[src/assert_macros.svh]
// assertion macros included by the top level core
`ifndef ASSERT_MACROS_SVH
`define ASSERT_MACROS_SVH

// same-cycle implication, checked on every rising edge outside reset
`define ASSERT_IMPL(label, ante, cons, msg) \
    label: assert property (@(posedge clk) disable iff (!rst_n) (ante) |-> (cons)) \
        else $error(msg);

// next-cycle implication, checked on every rising edge outside reset
`define ASSERT_NEXT(label, ante, cons, msg) \
    label: assert property (@(posedge clk) disable iff (!rst_n) (ante) |=> (cons)) \
        else $error(msg);

`endif

[src/lgs_pkg.sv]
// package for the life grid generation step core: codes, sizes, rule constants
`default_nettype none

package lgs_pkg;

    localparam int LGS_GRID_ROWS = 64;
    localparam int LGS_GRID_COLS = 64;

    localparam int ROW_INDEX_W = 6;
    localparam int COL_INDEX_W = 6;
    localparam int REQ_TYPE_W  = 2;

    // neighbor counts of rule b3/s23
    localparam logic [3:0] NBR_BIRTH   = 4'd3;
    localparam logic [3:0] NBR_SURVIVE = 4'd2;

    typedef enum logic [REQ_TYPE_W-1:0] {
        REQ_SET    = 2'd0,
        REQ_TOGGLE = 2'd1,
        REQ_STEP   = 2'd2,
        REQ_READ   = 2'd3
    } req_code_t;

endpackage

`default_nettype wire

[src/lgs_row_unit.sv]
// shared row update unit: next generation of one row from three neighbor rows
`default_nettype none

module lgs_row_unit
    import lgs_pkg::*;
#(
    parameter int GRID_COLS = LGS_GRID_COLS
) (
    input  wire logic [GRID_COLS-1:0] row_above,
    input  wire logic [GRID_COLS-1:0] row_cur,
    input  wire logic [GRID_COLS-1:0] row_below,
    output logic      [GRID_COLS-1:0] row_next
);

    // zero padding on both sides models dead cells beyond the edges
    logic [GRID_COLS+1:0] pad_above;
    logic [GRID_COLS+1:0] pad_cur;
    logic [GRID_COLS+1:0] pad_below;

    assign pad_above = {1'b0, row_above, 1'b0};
    assign pad_cur   = {1'b0, row_cur, 1'b0};
    assign pad_below = {1'b0, row_below, 1'b0};

    for (genvar c = 0; c < GRID_COLS; c++)
    begin : g_col
        logic [3:0] nbr_count;

        assign nbr_count = 4'(pad_above[c]) + 4'(pad_above[c+1]) + 4'(pad_above[c+2])
                         + 4'(pad_cur[c])                        + 4'(pad_cur[c+2])
                         + 4'(pad_below[c]) + 4'(pad_below[c+1]) + 4'(pad_below[c+2]);

        assign row_next[c] = (nbr_count == NBR_BIRTH)
                          || ((nbr_count == NBR_SURVIVE) && row_cur[c]);
    end

endmodule

`default_nettype wire

[config.mk]
export PLATFORM = sky130hd
export DESIGN_NAME = lgs_row_unit
export DESIGN_NICKNAME = d
export VERILOG_FILES = /design/src/assert_macros.svh /design/src/lgs_pkg.sv /design/src/lgs_row_unit.sv
export SDC_FILE = /design/constraint.sdc
export NUM_CORES = 1
export LEC_CHECK = 0
export BUFFER_PORTS_ARGS = -buffer_cell sky130_fd_sc_hd__buf_4
export CORE_AREA = 2 2 158 160
export DETAILED_ROUTE_END_ITERATION = 10
export DIE_AREA = 0 0 160 162
export GPL_TIMING_DRIVEN = 1
export PLACE_DENSITY_LB_ADDON = 0.08
export SLEW_MARGIN = 40
export SYNTH_ARGS = -nofsm -noshare
export SYNTH_HDL_FRONTEND = slang
export SYNTH_SLANG_ARGS = --single-unit
export TNS_END_PERCENT = 10
[constraint.sdc]
create_clock -name vclk -period 4.9
set_input_delay 0.735 -clock vclk [all_inputs]
set_output_delay 0.735 -clock vclk [all_outputs]
set_load 0.02 [all_outputs]
==> flow_summary.ini <==
[synth]
ys_warn_count = 0
synthCells = 1197
netlist_area_um2 = 10700
seq_area_frac_synth = 0
syn_area_per_cell_um2 = 8.95
synth_top_area_frac = 0.471
synth_common_cells = inv_1 (442), fa_1 (252), ha_1 (188)
synth_most_common_cell = inv_1
syn_nets = 1829
synth_largest_area_cell = fa_1
synthTopCellsByArea = fa_1 (47%), ha_1 (22%), inv_1 (15%), a21oi_1 (5.7%), nand3_1 (2.9%)
synth_cell_type_count = 14

[pwr]
p_total_uw = 2830
seqPwrFrac = 0
p_clk_frac = 0
p_leak_uw = 0.00741
switching_power_uw = 1550
power.internal_uw = 1280
p_sw_frac = 0.549
power_density_nw_per_um2 = 217
peakVddDrop_v = 0.000112
combPwrFrac = 1.000

[timing]
finalMaxSlewViolations = 0
post-route-period-util = 0.898
worst_pin_slew_ps = 223
rsz0062_at_grt = false
finalHoldViolCount = 0
tns_ps = 0
min_period_ps = 4400
setup-violations-final = 0
relSlewSlack = 0.850
fmax_mhz = 227

[final_layout]
finalNetCount = 2087
nClkBuffers = 0
flops_and_latches = 0
ff_latch_area_um2 = 0
drive_gt1_frac = 0.176
synthToLayoutAreaGrowth_pct = 21.7
n_antenna_cell = 0

[setup_path]
timing_worst_setup_path_type = in2out
cp.arrival_ps = 3660
critical_path.most_common_cell = fa_1
path_buf_inv = 4
endpoint_kind = output port
crit_path_max_fanout = 2
crit_slowest_cell = fa_1
slowest_delay_ps = 490
path_cells = buf_4 -> inv_1 -> fa_1 -> fa_1 -> fa_1 -> inv_1 -> ha_1 -> fa_1 -> or2_1 -> a21oi_1 -> buf_4
crit_family = adder cells
critPathLaunchType = input pin
cp.required_ps = 4160

[hold_path]
min_path_type = in2out
min_path_cells = 4
holdCritStartpoint = row_cur[35]
holdPathEnd = row_next[35]

[global_routing]
grt_pass1_wl_mm = 37.6
globalRouteOverflowTotal = 0
antenna_found_initial = 0
track_usage = 0.170
grt_max_degree = 4
grt_pass1_vias = 8659

[clock_network]
holdBufCountCts = 0
cts_setup_buffers = 0
cts_resized = 0

[route]
avgRoutedWirePerCell_um = 11.8
wirelength_mm = 21.0
drt-pass1-iter-count = 4
vias = 8007
drtIter0Drc = 196
vias_per_cell = 4.51
detail-route-antenna-nets = 0
drc = 0

[place]
routabilityCongestion = 0.825
port_buffers = 256
hpwlAfterDp_mm = 20.6

[floorplanning]
io_pins = 256
die_h_um = 162
die_x_um = 160
dieArea_um2 = 25900
core-area_um2 = 24100
start_util = 0.444
fp-row-count = 57

[outcome]
run_status = complete, no violations

[job]
drv_cap = 0
worst max-delay path by stage:
stage / from / end / slack [ps] / depth (start not counted)
6_report: row_above[32] / row_next[32] / 500 / 11
5_1_grt: row_above[50] / row_next[51] / 390 / 11
4_1_cts: row_above[50] / row_next[51] / 490 / 11
3_5_place_dp: row_above[32] / row_next[32] / 500 / 11
3_3_place_gp: row_above[50] / row_next[51] / 520 / 11
2_1_floorplan: row_above[30] / row_next[31] / 740 / 9
kinds of logic after synthesis:
group	share of synthesized area
adder cells (fa/ha/maj)	0.691
AO/OA/AOI/OAI	0.0861
AND/OR/NAND/NOR	0.0683
buffers and inverters	0.155
power by group through the flow:
stage	clock network [µW]	logic, µW	registers [µW]
after floorplan	0	1960	0
after global placement	0	2800	0
after detailed placement	0	2870	0
after CTS	0	2890	0
after global routing	0	3340	0
final	0	2830	0
per-layer routing:
metal,global-route usage,vias up,wire length [µm]
li1,-,4107,-
met1,0.225,3728,9160
met2,0.308,162,10200
met3,0.0289,10,1400
met4,0.0131,0,201
met5,0,-,0
per-stage QoR:
step                instance area (µm²)  hold WS (ps)   util  instances  setup slack [ps]
finish                            13000          1870  0.541       1777               502
global route                      13000          1910  0.541       1777               391
CTS                               13000          1880  0.541       1777               493
detailed placement                13000          1870  0.541       1777               504
global placement                  13000          1880  0.541       1777               516
floorplan                         10700          1640      -       1197               742
layout by cell type (no fill, tap or decap):
cell type	count
nand2_1	1
nor3b_1	2
fa_1	252
inv_1	442
buf_4	256
o21ai_0	61
or2_1	43
nor2b_1	1
nand3_1	61
or2_0	18
nor2_1	4
a21oi_1	122
nor3_1	1
ha_1	188
a31oi_1	1
cell type report:
| class | count | area (µm²) |
|---|---|---|
| Fill cell | 2333 | 11100 |
| Inverter | 442 | 1660 |
| Multi-Input combinational cell | 755 | 9050 |
| Tap cell | 324 | 405 |
| Timing Repair Buffer | 256 | 1920 |
Power figures use the tool's default switching activity.
