==> src/assert_macros.svh <==
// assertion macros included by the top level core
`ifndef ASSERT_MACROS_SVH
`define ASSERT_MACROS_SVH

// same-cycle implication, checked on every rising edge outside reset
`define ASSERT_IMPL(label, ante, cons, msg) \
    label: assert property (@(posedge clk) disable iff (!rst_n) (ante) |-> (cons)) \
        else $error(msg);

// next-cycle implication, checked on every rising edge outside reset
`define ASSERT_NEXT(label, ante, cons, msg) \
    label: assert property (@(posedge clk) disable iff (!rst_n) (ante) |=> (cons)) \
        else $error(msg);

`endif

==> src/lgs_ram.sv <==
// generic single write port, single read port ram with registered read data
`default_nettype none

module lgs_ram #(
    parameter int WIDTH = 64,
    parameter int DEPTH = 64
) (
    input  wire logic                     clk,
    input  wire logic                     wr_en,
    input  wire logic [$clog2(DEPTH)-1:0] wr_addr,
    input  wire logic [WIDTH-1:0]         wr_data,
    input  wire logic [$clog2(DEPTH)-1:0] rd_addr,
    output logic      [WIDTH-1:0]         rd_data
);

    logic [WIDTH-1:0] mem [DEPTH];

    always_ff @(posedge clk)
    begin
        if (wr_en)
        begin
            mem[wr_addr] <= wr_data;
        end
        rd_data <= mem[rd_addr];
    end

endmodule

`default_nettype wire

==> config.mk <==
export PLATFORM = sky130hd
export DESIGN_NAME = lgs_ram
export DESIGN_NICKNAME = d
export VERILOG_FILES = /design/src/assert_macros.svh /design/src/lgs_ram.sv
export SDC_FILE = /design/constraint.sdc
export NUM_CORES = 2
export LEC_CHECK = 0
export BUFFER_PORTS_ARGS = -buffer_cell sky130_fd_sc_hd__buf_2
export CORE_MARGIN = 2
export CORE_UTILIZATION = 65
export CTS_BUF_LIST = sky130_fd_sc_hd__clkbuf_4 sky130_fd_sc_hd__clkbuf_8 sky130_fd_sc_hd__clkbuf_16
export CTS_CLUSTER_DIAMETER = 200
export CTS_CLUSTER_SIZE = 30
export DETAILED_ROUTE_END_ITERATION = 16
export GPL_TIMING_DRIVEN = 0
export HOLD_SLACK_MARGIN = 0.02
export MAX_ROUTING_LAYER = met4
export PLACE_DENSITY = 0.82
export SYNTH_ARGS = -nofsm -noshare
export SYNTH_HDL_FRONTEND = slang
export SYNTH_SLANG_ARGS = --single-unit
==> constraint.sdc <==
create_clock -name clk -period 15.15 [get_ports clk]
set_input_delay 2.2725 -clock clk [delete_from_list [all_inputs] [get_ports clk]]
set_output_delay 2.2725 -clock clk [all_outputs]
set_load 0.05 [all_outputs]
==> results.json <==
{
  "status": "finished with violations",
  "violations": "max-capacitance violations, max-slew violations",
  "clock_path_buffers": 3,
  "antenna_found_initial": 47,
  "power_frac_seq_pct": 65.0,
  "critPathRequiredTime_ns": 15.81,
  "drive_gt1_share_pct": 26.1,
  "ys_dominant_reg_cell": "edfxtp_1",
  "gp_congestion": 0.911,
  "dr.pass1.iters": 9,
  "yosysWarnings": 0,
  "post-route-period-util_pct": 39.7,
  "cts_buffers": 156,
  "grt_pass1_vias": 80030,
  "drv_cap": 5,
  "die_h_um": 494,
  "area_delta_synth_final_pct": 8.40,
  "clock_latency_ns": 0.92,
  "r2r_end": "rd_data[58]$_DFF_P_",
  "grt_overflow": 0,
  "synth-edff-count": 4096,
  "wl_um": 468000,
  "syn_nets": 6676,
  "worstPathArrival_ns": 6.68,
  "io_buffers": 133,
  "rr_startpoint": "mem[43][58]$_DFFE_PP_",
  "synth_compound_area_share_pct": 2.48,
  "multi_input_area_um2": 30700,
  "avgSynthCellArea_um2": 23.7,
  "synth_fa_ha_area_share_pct": 0,
  "min_path_cells": 4,
  "htreeDepth": 4,
  "cts_root_buffer": "clkbuf_16",
  "cp-end-kind": "flop",
  "max_stage_delay_ns": 1.22,
  "hold_buffers": 0,
  "slew_viol_final": 238,
  "clkSinkCount": 4160,
  "power.share.clock_pct": 28.0,
  "synth_top_family_by_area": "multiplexers",
  "clk_pin_slew_ns": 0.12,
  "powerDensity_nw_per_um2": 116,
  "fin_skew_ns": 0.0595,
  "slowest_stage": "a41oi_1",
  "setup_viol": 0,
  "ys_ff_latch": 4160,
  "setup.worst_path.start": "rd_addr[2]",
  "p_int_w": 0.0153,
  "syn-cell-area_um2": 156000,
  "pre_cts_slack_ns": 8.71,
  "initial_core_util_pct": 65.2,
  "most-common-layout-cells": "edfxtp_1, mux4_2, buf_2",
  "timing.final.ws_setup_ns": 9.13,
  "dp_hpwl_um": 271000,
  "fin_setup_tns_ns": 0,
  "netlist_instances": 6598,
  "r2r_cells": 5,
  "via_per_inst": 7.91,
  "num_vias": 82152,
  "grt_usage_pct": 38.0,
  "slew_headroom_pct": -8.66,
  "dp_cells": 10076,
  "die-area_um2": 244000,
  "io_pins": 142,
  "worstSetupPathType": "input pin to flop",
  "route.detailed.drc": 0,
  "crit_path_start_kind": "input pin",
  "switchingPower_w": 0.00439,
  "rsz0062_at_grt": "false",
  "ir_drop_uv": 138,
  "post-cts-setup-buffers": 0,
  "synth-xor-area-share_pct": 0,
  "period_minus_slack_ns": 6.02,
  "critical_path_peak_fanout": 11,
  "fill_cells": 12567,
  "hp-class": "flop to flop",
  "path_common_cell": "buf_2",
  "hold-path-endpoint": "rd_data[46]$_DFF_P_",
  "synth.top_cell.area_share_pct": 78.7,
  "fp.dieW_um": 494,
  "nets": 7129,
  "grt_first_pass_wirelength_um": 617000,
  "drt_iter0_markers": 17977,
  "grt_start_max_net_pins": 65,
  "synth.distinct_cells": 33,
  "yosys.area.top_type": "edfxtp_1",
  "combPwrFrac_pct": 7.0,
  "fp-row-count": 180,
  "synth.area.mux_share_pct": 15.6,
  "ctsResizeCount": 0,
  "synth_area_leaders": "edfxtp_1, mux4_2, mux2i_1",
  "hold_violations": 0,
  "max_clock_freq_mhz": 166,
  "ant_nets": 0,
  "ff2ff_setup_slack_ns": 11.88,
  "finalNonFillerCells": 10389,
  "post_drt_wl_per_cell_um": 45.1,
  "yosysSeqAreaShare_pct": 79.5,
  "crit_chain": "buf_2 -> buf_4 -> buf_2 -> buf_2 -> buf_4 -> mux2i_1 -> nand2_1 -> a41oi_1 -> a211oi_1",
  "synthSimpleGateAreaFrac_pct": 1.24,
  "power_leakage_nw": 51.8,
  "seq_area_um2": 124000,
  "tritoncts": "yes",
  "min_from": "mem[60][46]$_DFFE_PP_",
  "async_reset_ff_share_pct": 0,
  "swShare_pct": 22.3,
  "core_um2": 240000,
  "layout_commonest_cell": "edfxtp_1",
  "worst_pin_slew_ns": 1.62
}
per-stage QoR:
stage	area (µm²)	utilization [%]	total power (W)	hold WS (ns)
floorplan	156000	-	0.0137	0.788
global placement	161000	67.1	0.0142	0.867
detailed placement	165000	68.6	0.0143	0.880
CTS	169000	70.6	0.0194	0.920
global route	169000	70.6	0.0199	0.970
finish	169000	70.7	0.0197	0.917
registers in the layout, summed over array words and instances, names as in the netlist:
name / flops
rd_data: 64
mem: 4096
area by class of cell:
| type | count | area share, % |
|---|---|---|
| clock buffers | 222 | 2.67 |
| diodes | 81 | 0.120 |
| clock inverters | 8 | 0.0428 |
| flip-flops and latches | 4160 | 73.3 |
| plain buffers | 370 | 1.05 |
| inverters | 19 | 0.0421 |
| repair buffers | 295 | 2.28 |
| well taps | 3185 | 2.35 |
| multi-input cells | 2049 | 18.1 |
metal layers:
metal	routed length, µm	vias up	global-route usage [%]
li1	-	29182	-
met1	136000	41153	46.3
met2	217000	9608	56.8
met3	77200	2209	12.3
met4	38300	0	21.7
met5	0	-	-
cell families (layout without fill, tap and decap cells):
| family | Yosys count | in the layout |
|---|---|---|
| muxes | 1159 | 1159 |
| other | 0 | 81 |
| and+or+nand+nor | 386 | 386 |
| buffers and inverters | 389 | 914 |
| AOI/OAI and AO/OA | 504 | 504 |
| DFF | 4160 | 4160 |
how the worst max path moves through the flow:
stage | end
after floorplan | mem[48][0]$_DFFE_PP_
after global placement | mem[48][25]$_DFFE_PP_
after detailed placement | rd_data[51]$_DFF_P_
after CTS | rd_data[51]$_DFF_P_
after global routing | rd_data[58]$_DFF_P_
final | rd_data[58]$_DFF_P_
worst max-delay path: cells and delay by family:
family | cells | cell delay [ns]
and+or+nand+nor | 1 | 0.18
muxes | 1 | 0.49
buffers and inverters | 5 | 2.13
AOI/OAI and AO/OA | 2 | 1.53
cells in the mapped netlist, drive strengths merged, types with 2 or more instances:
cell type	n
o221ai	38
o22ai	83
nand2	58
nand4	2
dfxtp	64
nand3b	2
nand3	45
nand2b	11
nor2b	28
a22o	88
inv	19
and3	64
and2	3
edfxtp	4096
a31oi	18
nor2	112
a211oi	63
buf	230
mux4	1024
a22oi	168
or2	28
a2bb2oi	19
clkbuf	140
a41oi	26
or3	29
mux2i	135
nor3	2
power by group through the flow:
stage	Clock [W]	Combinational, W	Sequential (W)
floorplan	0	0.000593	0.0131
global placement	0	0.00121	0.0130
detailed placement	0	0.00128	0.0130
CTS	0.00537	0.00131	0.0128
global route	0.00570	0.00139	0.0128
finish	0.00550	0.00138	0.0128
(Power assumes the default switching activity.)
